$ cat src/sv/uvst_pkg.sv
// Shared types and codes for the unique value set table.
`default_nettype none
package uvst_pkg;

  // Default number of table entries.
  localparam int CAPACITY_DEF = 64;

  // Widths fixed by the request and result fields.
  localparam int VALUE_W  = 32;
  localparam int INDEX_W  = 6;
  localparam int COUNT_W  = 7;

  // Operation codes.
  typedef enum logic [1:0] {
    OP_ADD    = 2'd0,
    OP_DELETE = 2'd1,
    OP_QUERY  = 2'd2,
    OP_READ   = 2'd3
  } op_t;

  // Result status codes.
  typedef enum logic [1:0] {
    ST_OK    = 2'd0,
    ST_FULL  = 2'd1,
    ST_RANGE = 2'd2
  } status_t;

  // Sequencer states.
  typedef enum logic [1:0] {
    S_IDLE,
    S_CMP,
    S_EXEC
  } state_t;

  // Control broadcast from the sequencer to every cell.
  typedef struct packed {
    logic               cmp;     // compare phase: latch hit and select
    logic               do_del;  // delete phase: shift cells at and above the hit
    logic               do_add;  // add phase: write value into the tail cell
    logic [VALUE_W-1:0] value;   // value under test
  } cell_ctrl_t;

endpackage
`default_nettype wire

$ cat src/sv/uvst_cell.sv
// One table cell: holds an entry, compares it, and shifts toward lower positions on delete.
`default_nettype none
module uvst_cell #(
  parameter int XW  = 7,
  parameter int POS = 0
) (
  input  wire logic                        clk,
  input  wire uvst_pkg::cell_ctrl_t        ctrl,
  input  wire logic [XW-1:0]               count,
  input  wire logic [uvst_pkg::INDEX_W-1:0] index,
  input  wire logic [uvst_pkg::VALUE_W-1:0] entry_up,
  input  wire logic                        del_in,
  output logic [uvst_pkg::VALUE_W-1:0]     entry,
  output logic                             del_out,
  output logic                             hit,
  output logic [uvst_pkg::VALUE_W-1:0]     rd
);

  localparam logic [XW-1:0] MY_POS = XW'(POS);

  logic occupied;
  logic is_tail;
  logic sel;

  // Position checks against the current fill.
  assign occupied = MY_POS < count;
  assign is_tail  = MY_POS == count;

  // The deleted entry lies at or below this cell when either flag is set.
  assign del_out = del_in | hit;

  // Read data offered to the table-wide OR.
  assign rd = sel ? entry : '0;

  // Compare phase: record a match and whether this cell is the read target.
  always_ff @(posedge clk) begin
    if (ctrl.cmp) begin
      hit <= occupied && (entry == ctrl.value);
      sel <= MY_POS == XW'(index);
    end
  end

  // Update phase: shift down on delete, take the new value on add.
  always_ff @(posedge clk) begin
    if (ctrl.do_del && del_out) begin
      entry <= entry_up;
    end else if (ctrl.do_add && is_tail) begin
      entry <= ctrl.value;
    end
  end

endmodule
`default_nettype wire

$ cat config.mk
export PLATFORM = sky130hd
export DESIGN_NAME = uvst_cell
export DESIGN_NICKNAME = d
export VERILOG_FILES = /design/src/sv/uvst_pkg.sv /design/src/sv/uvst_cell.sv
export SDC_FILE = /design/constraint.sdc
export NUM_CORES = 1
export LEC_CHECK = 0
export ABC_AREA = 1
export BUFFER_PORTS_ARGS = -buffer_cell sky130_fd_sc_hd__buf_2
export CAP_MARGIN = 15
export CORE_MARGIN = 2
export CORE_UTILIZATION = 46
export CTS_CLUSTER_SIZE = 24
export DETAILED_ROUTE_END_ITERATION = 12
export PLACE_DENSITY = 0.94
export SETUP_SLACK_MARGIN = 0.3
export SYNTH_ARGS = -nofsm -noshare
export SYNTH_HDL_FRONTEND = slang
export SYNTH_SLANG_ARGS = --single-unit
$ cat constraint.sdc
create_clock -name clk -period 5.3 [get_ports clk]
set_clock_uncertainty 0.2 [all_clocks]
set_input_delay 0.265 -clock clk [delete_from_list [all_inputs] [get_ports clk]]
set_output_delay 0.265 -clock clk [all_outputs]
set_load 0.05 [all_outputs]
==> flow_summary.yaml <==
timing:
  finalSetupViolCount: 0
  worst_pin_slew_ns: 1.06
  holdWs_ns: 0.0137
  setup_ws_ns: 2.92
  finalSetupTns_ns: 0
  slew_violations: 0
  period_needed_ns: 2.38
  slew_headroom_pct: 29.2
  rsz0062_at_grt: "no"
  max_freq_ghz: 0.420
  hold_viol: 0
  min_period_over_period_pct: 44.9
floorplanning:
  die_area_mm2: 0.00565
  start_util_pct: 48.3
  pin_count: 148
  die-height_um: 75.1
  rows: 25
  fp.dieW_um: 75.1
  core_area_mm2: 0.00482
clocking:
  clock_sinks: 34
  postCtsResizedCells: 0
  cts_post_setup_buffers_inserted: 0
  numCtsBuffers: 5
  clkSlewWorstSetupHoldPaths_ns: 0.07
  h-tree-depth: 2
  ctsHoldBuffers: 0
  clock_latency_ns: 0.28
  cts_root_buf: "clkbuf_8"
  cts_tree: "yes"
  clockBufferDepth: 2
power:
  seq_power_share_pct: 43.8
  p_int_mw: 0.486
  p_total_mw: 0.771
  power.density_mw_per_mm2: 244
  p_clk_share_pct: 23.1
  swShare_pct: 37.0
  power_frac_comb_pct: 33.1
  p_leak_nw: 1.93
  power_switching_mw: 0.285
  ir_worst_vdd_mv: 0.190
status:
  status: "completed"
yosys:
  synthesis.nets: 400
  synth_warnings: 0
  synth_cells: 318
  syn_area_mm2: 0.00233
  synth_cell_types: 22
  seq_area_frac_synth_pct: 43.8
  synth-seq-cells: 34
  syn_avg_cell_area_um2: 7.32
setup_path:
  cp.arrival_ns: 2.20
  path_cells: "or2_4 -> nand2_8 -> nand2_1 -> buf_4"
  cp_slowest_stage_delay_ns: 0.51
  crit_fanout: 55
  r2r_end: "entry[5]"
  crit_type: "flip-flop to flip-flop"
  crit_family: "simple AND/OR/NAND/NOR gates"
  cp-end-kind: "flip-flop"
  reg2reg_from: "hit"
  crit_buf_inv: 1
  ff2ff_path_depth: 4
  startpoint_type: "flip-flop"
  slowest_stage: "nand2_1"
  cp.required_ns: 5.12
  r2r_slack_ns: 2.92
worst_hold_path:
  hold-path-endpoint: "sel"
  hp-class: "input port to flip-flop"
  worstHoldStart: "ctrl[34]"
  hold-path-cell-count: 1
routing:
  wl_um: 5980
  remaining_drc_errors: 0
  first_pass_iters: 4
  postRouteAntennaNets: 0
  vias_per_cell: 4.47
  drt_iter0_drc: 167
  num_vias: 2381
  wire_per_inst_um: 11.2
global_route:
  grt_first_pass_wirelength_um: 8850
  grt_max_degree: 56
  overflow: 0
  grt_antenna_before_repair: 0
  grt_usage_pct: 20.5
  grt_pass1_vias: 2160
finish:
  mostFrequentLayoutCells: "buf_2, nand2_1, inv_1, nor2_1, edfxtp_1"
  stdcell_count: 533
  nNetsFinal: 547
  drive_gt1_share_pct: 35.6
  antenna_cells: 0
  final_common_cell: "buf_2"
  area_growth_syn_to_layout_pct: 35.9
placed_design:
  gp_congestion: 0.775
  dp_hpwl_um: 4830
  place_inst: 525
  numPortBuffers: 147
  pre_cts_slack_ns: 2.93
flow_run:
  drv_cap: 0
==> cells in the mapped netlist, drive strengths merged <==
| library cell | instances | area [um^2] |
|---|---|---|
| nand3 | 1 | 5.00 |
| inv | 74 | 278 |
| and2 | 1 | 6.26 |
| or2 | 1 | 8.76 |
| buf | 5 | 61.3 |
| xor2 | 1 | 8.76 |
| nor4 | 1 | 6.26 |
| a21oi | 22 | 110 |
| nand2 | 107 | 418 |
| edfxtp | 34 | 1020 |
| nor2b | 1 | 6.26 |
| nand3b | 1 | 7.51 |
| mux2 | 10 | 124 |
| nor3 | 1 | 5.00 |
| xnor2 | 8 | 70.1 |
| clkbuf | 3 | 11.3 |
| o21ai | 4 | 20.0 |
| nor2 | 43 | 161 |
==> worst reg2reg max path: cells and delay by family (launching register included) <==
kind	cells	cell delay (ns)
buffers and inverters	1	0.41
AND/OR/NAND/NOR	3	1.11
flip-flops	1	0.41
==> cell families (layout without fill, tap and decap cells) <==
| logic type | count (synthesis) | after routing | share of synthesized area, % |
|---|---|---|---|
| AOI/OAI and AO/OA | 26 | 26 | 5.59 |
| xor gates and xnor gates | 9 | 9 | 3.39 |
| buffers and inverters | 82 | 230 | 15.0 |
| DFF | 34 | 34 | 43.8 |
| muxes | 10 | 10 | 5.32 |
| and+or+nand+nor | 157 | 157 | 26.8 |
==> area by class of cell <==
cell class,instances,area (um^2)
sequential,34,1020
tap,67,83.8
timing repair buffer,148,743
inverter,74,278
clock buffer,6,72.6
fill,422,1650
multi-input combinational,202,957
clock inverter,2,8.76
==> through the flow <==
| step | util [%] | cell area (um^2) |
|---|---|---|
| global placement | 64.0 | 3080 |
| finish | 65.7 | 3160 |
| CTS | 65.7 | 3160 |
| global route | 65.7 | 3160 |
| detailed placement | 64.0 | 3080 |
| floorplan | - | 2330 |
==> layer usage <==
metal	vias to the layer above	GRT usage [%]	share of wire [%]
met1	1040	23.5	41
met3	4	3.61	6.4
met2	96	39.1	52
met5	-	0	0
met4	0	5.46	0.62
li1	1241	-	-
==> how the worst max path moves through the flow <==
stage	start	end	slack [ns]	cells after the start
3_5_place_dp	hit	entry[10]	2.93	4
3_3_place_gp	hit	entry[10]	3.04	4
4_1_cts	hit	entry[6]	2.89	4
2_1_floorplan	hit	entry[0]	2.66	5
6_report	hit	entry[5]	2.92	4
5_1_grt	hit	entry[5]	2.75	4
==> state kept, by name, indices dropped and copies added (netlist names) <==
signal	flops
entry	32
hit	1
sel	1
==> power groups by stage <==
| stage | clock network, mW | registers (mW) | logic [mW] |
|---|---|---|---|
| after floorplan | 0 | 0.390 | 0.134 |
| after global placement | 0 | 0.342 | 0.250 |
| after detailed placement | 0 | 0.343 | 0.256 |
| after CTS | 0.184 | 0.338 | 0.256 |
| after global routing | 0.193 | 0.341 | 0.275 |
| final | 0.178 | 0.338 | 0.255 |
(Power assumes the default switching activity.)
